[src/sv/msh_pkg.sv]
// ----------------------------------------------------------------------------
// msh_pkg
// Shared types and constants of the SHA-256 message hasher.
// ----------------------------------------------------------------------------
`default_nettype none

package msh_pkg;

  typedef logic [31:0] word_t;
  typedef word_t vars_t [8];

  typedef struct packed {
    word_t w1;
    word_t w2;
    word_t w10;
    word_t w15;
  } taps_t;

  typedef enum logic [2:0] {
    ST_IDLE,
    ST_PAD,
    ST_LOAD0,
    ST_LOAD1,
    ST_ROUND,
    ST_FINAL,
    ST_OUT
  } state_t;

  typedef enum logic [1:0] {
    PAD_MARK,
    PAD_ZERO,
    PAD_LEN
  } pad_t;

  localparam logic [7:0] PAD_MARK_BYTE = 8'h80;
  localparam logic [5:0] LEN_START     = 6'd56;
  localparam logic [5:0] LAST_SLOT     = 6'd63;
  localparam logic [5:0] LAST_ROUND    = 6'd63;
  localparam logic [5:0] LAST_LOADED   = 6'd15;
  localparam logic [2:0] LAST_WORD_NUM = 3'd7;

  localparam vars_t INIT_HASH = '{
    32'h6a09e667, 32'hbb67ae85, 32'h3c6ef372, 32'ha54ff53a,
    32'h510e527f, 32'h9b05688c, 32'h1f83d9ab, 32'h5be0cd19
  };

  localparam word_t ROUND_K [64] = '{
    32'h428a2f98, 32'h71374491, 32'hb5c0fbcf, 32'he9b5dba5,
    32'h3956c25b, 32'h59f111f1, 32'h923f82a4, 32'hab1c5ed5,
    32'hd807aa98, 32'h12835b01, 32'h243185be, 32'h550c7dc3,
    32'h72be5d74, 32'h80deb1fe, 32'h9bdc06a7, 32'hc19bf174,
    32'he49b69c1, 32'hefbe4786, 32'h0fc19dc6, 32'h240ca1cc,
    32'h2de92c6f, 32'h4a7484aa, 32'h5cb0a9dc, 32'h76f988da,
    32'h983e5152, 32'ha831c66d, 32'hb00327c8, 32'hbf597fc7,
    32'hc6e00bf3, 32'hd5a79147, 32'h06ca6351, 32'h14292967,
    32'h27b70a85, 32'h2e1b2138, 32'h4d2c6dfc, 32'h53380d13,
    32'h650a7354, 32'h766a0abb, 32'h81c2c92e, 32'h92722c85,
    32'ha2bfe8a1, 32'ha81a664b, 32'hc24b8b70, 32'hc76c51a3,
    32'hd192e819, 32'hd6990624, 32'hf40e3585, 32'h106aa070,
    32'h19a4c116, 32'h1e376c08, 32'h2748774c, 32'h34b0bcb5,
    32'h391c0cb3, 32'h4ed8aa4a, 32'h5b9cca4f, 32'h682e6ff3,
    32'h748f82ee, 32'h78a5636f, 32'h84c87814, 32'h8cc70208,
    32'h90befffa, 32'ha4506ceb, 32'hbef9a3f7, 32'hc67178f2
  };

endpackage

`default_nettype wire

[src/sv/msh_ifs.sv]
// ----------------------------------------------------------------------------
// msh_ifs
// Request and digest channels of the SHA-256 message hasher.
// ----------------------------------------------------------------------------
`default_nettype none

interface msh_in_if;
  logic       valid;
  logic       ready;
  logic [7:0] msg_byte;
  logic       byte_present;
  logic       last_of_message;

  modport source (output valid, msg_byte, byte_present, last_of_message, input ready);
  modport sink   (input valid, msg_byte, byte_present, last_of_message, output ready);
endinterface

interface msh_out_if;
  logic        valid;
  logic        ready;
  logic [31:0] digest_word;
  logic [2:0]  word_number;
  logic        last_word;

  modport source (output valid, digest_word, word_number, last_word, input ready);
  modport sink   (input valid, digest_word, word_number, last_word, output ready);
endinterface

`default_nettype wire

[src/sv/msh_round.sv]
// ----------------------------------------------------------------------------
// msh_round
// One SHA-256 compression round and the next message schedule word.
// ----------------------------------------------------------------------------
`default_nettype none

module msh_round (
  input  msh_pkg::vars_t      vars_i,
  input  msh_pkg::word_t      w_i,
  input  logic [5:0]          round_i,
  input  msh_pkg::taps_t      taps_i,
  output msh_pkg::vars_t      vars_o,
  output msh_pkg::word_t      w_o
);
  import msh_pkg::*;

  function automatic word_t big_sigma0(input word_t x);
    return {x[1:0], x[31:2]} ^ {x[12:0], x[31:13]} ^ {x[21:0], x[31:22]};
  endfunction

  function automatic word_t big_sigma1(input word_t x);
    return {x[5:0], x[31:6]} ^ {x[10:0], x[31:11]} ^ {x[24:0], x[31:25]};
  endfunction

  function automatic word_t small_sigma0(input word_t x);
    return {x[6:0], x[31:7]} ^ {x[17:0], x[31:18]} ^ {3'b000, x[31:3]};
  endfunction

  function automatic word_t small_sigma1(input word_t x);
    return {x[16:0], x[31:17]} ^ {x[18:0], x[31:19]} ^ {10'b0, x[31:10]};
  endfunction

  word_t t1;
  word_t t2;
  word_t ch;
  word_t maj;

  assign ch  = (vars_i[4] & vars_i[5]) ^ (~vars_i[4] & vars_i[6]);
  assign maj = (vars_i[0] & vars_i[1]) ^ (vars_i[0] & vars_i[2]) ^ (vars_i[1] & vars_i[2]);
  assign t1  = vars_i[7] + big_sigma1(vars_i[4]) + ch + ROUND_K[round_i] + w_i;
  assign t2  = big_sigma0(vars_i[0]) + maj;

  always_comb begin
    vars_o[0] = t1 + t2;
    vars_o[1] = vars_i[0];
    vars_o[2] = vars_i[1];
    vars_o[3] = vars_i[2];
    vars_o[4] = vars_i[3] + t1;
    vars_o[5] = vars_i[4];
    vars_o[6] = vars_i[5];
    vars_o[7] = vars_i[6];
  end

  assign w_o = small_sigma1(taps_i.w15) + taps_i.w10 + small_sigma0(taps_i.w2) + taps_i.w1;

endmodule

`default_nettype wire

[src/sv/sha256_message_hasher.sv]
// ----------------------------------------------------------------------------
// sha256_message_hasher
// SHA-256 digest of a byte stream, one message byte per request.
// ----------------------------------------------------------------------------
// Usage:
//   in_req carries one request per handshake: msg_byte with byte_present,
//   and last_of_message to close the message. A request with no byte and
//   the last mark closes an empty tail.
//   out_rsp returns the eight digest words, word 0 first, last_word on 7.
// Timing:
//   Bytes are taken one per cycle while the block is idle. The 64th byte
//   of a block starts a compression (the buffer read states LOAD0 and
//   LOAD1, 64 rounds, one chaining add), during which no request is taken;
//   the rounds run at one per cycle and read the block buffer memory one
//   word per cycle. A closing request adds the padding bytes, one or two
//   compressions and the eight digest words.
// Reset:
//   Restores the initial hash value, clears fill and length; the block
//   buffer is not cleared. After the last digest word the block returns to
//   that state.
// Stall:
//   A held digest word blocks everything; no request is taken until all
//   eight words are delivered.
// ----------------------------------------------------------------------------
`default_nettype none

module sha256_message_hasher (
  input  logic             clk,
  input  logic             rst_n,
  msh_in_if.sink           in_req,
  msh_out_if.source        out_rsp
);
  import msh_pkg::*;

  state_t      state_r;
  state_t      state_nxt;
  pad_t        pad_r;
  logic [5:0]  fill_r;
  logic [60:0] len_r;
  logic        closing_r;
  logic [5:0]  round_r;
  logic [2:0]  oidx_r;
  vars_t       chain_r;
  vars_t       vars_r;
  vars_t       vars_nxt;
  word_t       sched_r [16];
  word_t       wr_r;
  word_t       w_calc;
  word_t       rdata_r;
  word_t       buf_mem [16];
  taps_t       taps;

  logic        in_ready;
  logic        in_fire;
  logic        out_fire;
  logic        buf_we;
  logic [7:0]  wbyte;
  logic [3:0]  raddr;
  logic [63:0] len_bits;
  logic [7:0]  len_byte;
  logic        digest_done;

  assign in_fire     = in_req.valid && in_ready;
  assign out_fire    = out_rsp.valid && out_rsp.ready;
  assign digest_done = out_fire && (oidx_r == LAST_WORD_NUM);
  assign len_bits    = {len_r, 3'b000};
  assign len_byte    = len_bits[{~fill_r[2:0], 3'b000} +: 8];

  assign in_req.ready        = in_ready;
  assign out_rsp.valid       = (state_r == ST_OUT);
  assign out_rsp.digest_word = chain_r[oidx_r];
  assign out_rsp.word_number = oidx_r;
  assign out_rsp.last_word   = (oidx_r == LAST_WORD_NUM);

  always_ff @(posedge clk) begin
    if (!rst_n) begin
      state_r <= ST_IDLE;
    end else begin
      state_r <= state_nxt;
    end
  end

  always_comb begin
    state_nxt = state_r;
    in_ready  = 1'b0;
    buf_we    = 1'b0;
    wbyte     = in_req.msg_byte;
    raddr     = '0;
    unique case (state_r)
      ST_IDLE: begin
        in_ready = 1'b1;
        if (in_fire) begin
          buf_we = in_req.byte_present;
          if (in_req.byte_present && fill_r == LAST_SLOT) begin
            state_nxt = ST_LOAD0;
          end else if (in_req.last_of_message) begin
            state_nxt = ST_PAD;
          end
        end
      end
      ST_PAD: begin
        buf_we = 1'b1;
        unique case (pad_r)
          PAD_MARK: wbyte = PAD_MARK_BYTE;
          PAD_ZERO: wbyte = (fill_r == LEN_START) ? len_byte : 8'h00;
          PAD_LEN:  wbyte = len_byte;
          default:  wbyte = 8'h00;
        endcase
        if (fill_r == LAST_SLOT) begin
          state_nxt = ST_LOAD0;
        end
      end
      ST_LOAD0: begin
        raddr     = 4'd0;
        state_nxt = ST_LOAD1;
      end
      ST_LOAD1: begin
        raddr     = 4'd1;
        state_nxt = ST_ROUND;
      end
      ST_ROUND: begin
        raddr = 4'(round_r + 6'd2);
        if (round_r == LAST_ROUND) begin
          state_nxt = ST_FINAL;
        end
      end
      ST_FINAL: begin
        if (!closing_r) begin
          state_nxt = ST_IDLE;
        end else if (pad_r == PAD_LEN) begin
          state_nxt = ST_OUT;
        end else begin
          state_nxt = ST_PAD;
        end
      end
      ST_OUT: begin
        if (digest_done) begin
          state_nxt = ST_IDLE;
        end
      end
      default: state_nxt = ST_IDLE;
    endcase
  end

  // block buffer: big-endian byte lanes of 16 words
  always_ff @(posedge clk) begin
    if (buf_we) begin
      buf_mem[fill_r[5:2]][{~fill_r[1:0], 3'b000} +: 8] <= wbyte;
    end
    rdata_r <= buf_mem[raddr];
  end

  always_ff @(posedge clk) begin
    if (!rst_n) begin
      fill_r    <= '0;
      len_r     <= '0;
      closing_r <= 1'b0;
      pad_r     <= PAD_MARK;
      round_r   <= '0;
      oidx_r    <= '0;
      chain_r   <= INIT_HASH;
    end else begin
      if (buf_we) begin
        fill_r <= fill_r + 6'd1;
      end
      if (in_fire && in_req.byte_present) begin
        len_r <= len_r + 61'd1;
      end
      if (in_fire && in_req.last_of_message) begin
        closing_r <= 1'b1;
        pad_r     <= PAD_MARK;
      end
      if (state_r == ST_PAD) begin
        unique case (pad_r)
          PAD_MARK: pad_r <= PAD_ZERO;
          PAD_ZERO: if (fill_r == LEN_START) pad_r <= PAD_LEN;
          PAD_LEN:  pad_r <= PAD_LEN;
          default:  pad_r <= PAD_MARK;
        endcase
      end
      if (state_r == ST_LOAD1) begin
        round_r <= '0;
      end else if (state_r == ST_ROUND) begin
        round_r <= round_r + 6'd1;
      end
      if (state_r == ST_FINAL) begin
        for (int i = 0; i < 8; i++) begin
          chain_r[i] <= chain_r[i] + vars_r[i];
        end
      end
      if (out_fire) begin
        oidx_r <= oidx_r + 3'd1;
      end
      if (digest_done) begin
        chain_r   <= INIT_HASH;
        fill_r    <= '0;
        len_r     <= '0;
        closing_r <= 1'b0;
      end
    end
  end

  // round datapath
  assign taps.w1  = sched_r[1];
  assign taps.w2  = sched_r[2];
  assign taps.w10 = sched_r[10];
  assign taps.w15 = sched_r[15];

  msh_round u_round (
    .vars_i  (vars_r),
    .w_i     (wr_r),
    .round_i (round_r),
    .taps_i  (taps),
    .vars_o  (vars_nxt),
    .w_o     (w_calc)
  );

  always_ff @(posedge clk) begin
    if (state_r == ST_LOAD1) begin
      vars_r <= chain_r;
      wr_r   <= rdata_r;
    end else if (state_r == ST_ROUND) begin
      vars_r <= vars_nxt;
      wr_r   <= (round_r < LAST_LOADED) ? rdata_r : w_calc;
      for (int i = 0; i < 15; i++) begin
        sched_r[i] <= sched_r[i + 1];
      end
      sched_r[15] <= wr_r;
    end
  end

  property p_rounds_run;
    @(posedge clk) disable iff (!rst_n)
      (state_r == ST_ROUND && round_r != LAST_ROUND) |=> (state_r == ST_ROUND);
  endproperty
  a_rounds_run: assert property (p_rounds_run) else $error("round sequence broken");

  property p_load_empty;
    @(posedge clk) disable iff (!rst_n)
      (state_r == ST_LOAD0) |-> (fill_r == 6'd0);
  endproperty
  a_load_empty: assert property (p_load_empty) else $error("compression on partial block");

  property p_len_slots;
    @(posedge clk) disable iff (!rst_n)
      (state_r == ST_PAD && pad_r == PAD_LEN) |-> (fill_r[5:3] == 3'b111);
  endproperty
  a_len_slots: assert property (p_len_slots) else $error("length bytes misplaced");

  property p_digest_start;
    @(posedge clk) disable iff (!rst_n)
      (state_r == ST_FINAL && closing_r && pad_r == PAD_LEN)
        |=> (state_r == ST_OUT && oidx_r == 3'd0);
  endproperty
  a_digest_start: assert property (p_digest_start) else $error("digest not started at word 0");

  property p_digest_clear;
    @(posedge clk) disable iff (!rst_n)
      digest_done |=> (fill_r == 6'd0 && len_r == 61'd0 && !closing_r);
  endproperty
  a_digest_clear: assert property (p_digest_clear) else $error("message state not cleared");

endmodule

`default_nettype wire
[src/flat_wrapper.sv]
// flat-port wrapper written by rule: the top's interface ports become plain ports
module sha256_message_hasher_flat import msh_pkg::*;
  (clk, rst_n, in_req_valid, in_req_msg_byte, in_req_byte_present, in_req_last_of_message, in_req_ready, out_rsp_valid, out_rsp_digest_word, out_rsp_word_number, out_rsp_last_word, out_rsp_ready);
  msh_in_if in_req_i ();
  msh_out_if out_rsp_i ();
  input  logic clk;
  input  logic rst_n;
  input wire logic [$bits(in_req_i.valid)-1:0] in_req_valid;
  input wire logic [$bits(in_req_i.msg_byte)-1:0] in_req_msg_byte;
  input wire logic [$bits(in_req_i.byte_present)-1:0] in_req_byte_present;
  input wire logic [$bits(in_req_i.last_of_message)-1:0] in_req_last_of_message;
  output wire logic [$bits(in_req_i.ready)-1:0] in_req_ready;
  output wire logic [$bits(out_rsp_i.valid)-1:0] out_rsp_valid;
  output wire logic [$bits(out_rsp_i.digest_word)-1:0] out_rsp_digest_word;
  output wire logic [$bits(out_rsp_i.word_number)-1:0] out_rsp_word_number;
  output wire logic [$bits(out_rsp_i.last_word)-1:0] out_rsp_last_word;
  input wire logic [$bits(out_rsp_i.ready)-1:0] out_rsp_ready;
  assign in_req_i.valid = in_req_valid;
  assign in_req_i.msg_byte = in_req_msg_byte;
  assign in_req_i.byte_present = in_req_byte_present;
  assign in_req_i.last_of_message = in_req_last_of_message;
  assign in_req_ready = in_req_i.ready;
  assign out_rsp_valid = out_rsp_i.valid;
  assign out_rsp_digest_word = out_rsp_i.digest_word;
  assign out_rsp_word_number = out_rsp_i.word_number;
  assign out_rsp_last_word = out_rsp_i.last_word;
  assign out_rsp_i.ready = out_rsp_ready;
  sha256_message_hasher u_core (.clk(clk), .rst_n(rst_n), .in_req(in_req_i), .out_rsp(out_rsp_i));
endmodule
[config.mk]
export PLATFORM = sky130hd
export DESIGN_NAME = sha256_message_hasher_flat
export DESIGN_NICKNAME = d
export VERILOG_FILES = /design/src/sv/msh_pkg.sv /design/src/sv/msh_ifs.sv /design/src/sv/msh_round.sv /design/src/sv/sha256_message_hasher.sv /design/src/flat_wrapper.sv
export SDC_FILE = /design/constraint.sdc
export NUM_CORES = 2
export LEC_CHECK = 0
export ABC_AREA = 1
export BUFFER_PORTS_ARGS = -buffer_cell sky130_fd_sc_hd__buf_2
export CAP_MARGIN = 10
export CORE_MARGIN = 2
export CORE_UTILIZATION = 50
export DETAILED_ROUTE_END_ITERATION = 8
export PLACE_DENSITY = 0.65
export SLEW_MARGIN = 20
export SYNTH_ARGS = -nofsm -noshare
export SYNTH_HDL_FRONTEND = slang
export SYNTH_SLANG_ARGS = --single-unit
[constraint.sdc]
create_clock -name clk -period 16.65 [get_ports clk]
set_input_delay 0.8325 -clock clk [delete_from_list [all_inputs] [get_ports clk]]
set_output_delay 0.8325 -clock clk [all_outputs]
set_load 0.1 [all_outputs]
==> impl_results.md <==
* Most frequent cells in the layout: nand2_1, inv_1, edfxtp_1
* DRC violations left at 0
* Total Routing Usage GR at 0.392
* Drt first-iter violations at 12000
* Max Buffers Root-to-Sink at 3
* Largest net degree at the start of global routing at between 150 and 200
* Yosys cell types at 63
* Layout net count at 11800
* Post-CTS Setup Inserts at 0
* Crit end category: register
* Share of cells above drive strength 1 at 0.0461
* Clk slew on worst S/H paths at approximately 0.070 ns
* Slowest CP cell: dfxtp_1
* Tcrit/Tclk final at 0.564
* Core Box Area at 194000 um^2
* Fin Clk Skew at just over 0.07 ns
* Syn avg cell area at approximately 8.7 um^2
* Fill count at between 15000 and 20000
* WL per Instance at about 29 um
* Number of max-cap violations at 0
* Sequential area share after synthesis at 0.471
* Final WL at 398000 um
* FMAX at 107 MHz
* Commonest non-fill, non-tap cell in the layout: nand2_1
* Post-synth EDFFs at around 1300
* Crit-path most repeated cell: inv_1
* CTS Hold Buffers Added at 0
* Yosys warns at 0
* DRT Pass-1 Iters at 6
* CTS H-Tree Depth at 4
* Site Rows at 162
* I/O Buffers at 51
* Startpoint Class: register
* Initial Util at 0.502
* Slew @ Worst Pin at roughly 1.4 ns
* Dpl hpwl at 307000 um
* Ys flop type: edfxtp_1
* Via count at around 85000
* Arr. time, crit path at 9.94 ns
* Root Buffer: clkbuf_16
* Grt ovf at 0
* Synth Register Bits at 1650
* Post-detailed-route count of antenna-violating nets at 0
* Status: finished clean
* DIE WIDTH at ~450 um
* RSZ-0062 raised after global routing: false
* Via density at 6.17
* Layout area overhead at 8.65%
* Initial antenna violation count at 18
* Largest stage delay on the critical path at ~0.63 ns
* First-pass GRT wire length at between 500000 and 600000 um
* Max FO, Critical Path at 10
* CP Data Required Time at roughly 17 ns
* Final hold vios at 0
* IO Count at 52
* Final Max Tran Viols at 0
* Net Count, Synth at 11900
* GP Congestion at ~1.1
* Mapped Area at ~100000 um^2
* Hold Crit Class: register to register
* CTS tree: built
* CTS sink count at about 1700
* TNS Setup at 0 ns
* Die Y at ~450 um
* Kind of critical path: register to register
* Vias in the first global route at 78700
* Async set or reset register ratio after synthesis at 0
* Clock latency on the worst-skew pair at between 0.8 and 0.9 ns
* Min Tclk post-route at 9.39 ns
* Finish-stage setup viols at 0
* Die ar. at ~200000 um^2
* Post-Syn Instances at ~11000
* Total CTS buffers at between 150 and 200
* Post-CTS sizing at 0
* Slew HR at 0.0935
==> through the flow <==
| step | utilization | instance area, um^2 | setup WS, ns | hold WS, ns | cells |
|---|---|---|---|---|---|
| 6_report | 0.545 | 106000 | 7.26 | 0.364 | 13900 |
| 5_1_grt | 0.545 | 106000 | 6.82 | 0.390 | 13900 |
| 4_1_cts | 0.545 | 106000 | 7.40 | 0.363 | 13900 |
| 3_5_place_dp | 0.515 | 100000 | 7.44 | 0.405 | 13500 |
| 3_3_place_gp | 0.515 | 100000 | 7.31 | 0.400 | 13500 |
| 2_1_floorplan | - | 97400 | 4.82 | 0.400 | 11300 |
==> sequential cells by signal (all words and copies together), names as in the netlist, 6 cells and up <==
register,flops
u_core.rdata_r,32
u_core.sched_r,480
u_core.len_r,61
u_core.wr_r,32
u_core.vars_r,256
u_core.round_r,6
u_core.fill_r,6
u_core.chain_r,256
u_core.buf_mem,512
==> metal layers <==
metal	share of wire	global-route usage	up-vias
met5	0.00015	0	-
met4	0.041	0.141	8
met3	0.12	0.108	740
met2	0.41	0.561	5069
met1	0.42	0.565	41500
li1	-	-	38100
==> Yosys cell counts (all sizes together) (163+ instances only) <==
cell	number	area [um^2]
nand2	2166	8150
inv	1467	5510
edfxtp	1280	38400
o21ai	1147	5740
a21oi	1130	5660
nor2	780	2970
nand3	548	2760
ha	398	4980
dfxtp	370	7410
clkbuf	319	1200
xor2	232	2030
fa	195	3900
xnor2	163	1430
==> worst max-delay path: cells and delay by family (launching register included) <==
kind / cells / cell delay, ns
adder cells (fa/ha/maj): 7 / 3.23
AO/OA/AOI/OAI: 9 / 2.74
buffers and inverters: 9 / 1.00
AND/OR/NAND/NOR: 8 / 0.95
flip-flops: 1 / 0.63
XOR/XNOR: 1 / 0.50
==> layout make-up <==
cell class	count	area, um^2	share of cell area
diodes	6	15.0	0.000142
clock buffers	231	4700	0.0444
clock inverters	98	1090	0.0103
inverters	1470	5540	0.0523
multi-input cells	7706	44400	0.419
flip-flops and latches	1650	45900	0.433
well taps	2542	3180	0.0300
repair buffers	156	1100	0.0104
==> kinds of logic after synthesis <==
family,Yosys count,synth area share
and+or+nand+nor,3861,0.165
xor gates and xnor gates,395,0.0355
muxes,24,0.00259
AOI/OAI and AO/OA,2826,0.160
adders and majority gates,600,0.0919
buffers and inverters,1906,0.0750
DFF,1650,0.471
==> path summary, 6_finish.rpt <==
path / startpoint / endpoint / slack (ns) / cells past startpoint
setup reg to reg: u_core.round_r[0]$_SDFFE_PP0N_ / u_core.vars_r[252]$_DFFE_PN_ / 7.26 / 34
hold reg to reg: u_core.sched_r[1][121]$_DFFE_PP_ / u_core.sched_r[1][89]$_DFFE_PP_ / 0.36 / 0
hold / removal: u_core.sched_r[1][121]$_DFFE_PP_ / u_core.sched_r[1][89]$_DFFE_PP_ / 0.36 / 0
setup / recovery: u_core.round_r[0]$_SDFFE_PP0N_ / u_core.vars_r[252]$_DFFE_PN_ / 7.26 / 34
Power is left out: the tool's default activity adds up to more than one toggle a clock period on the data nets, which glitch-free logic cannot reach.
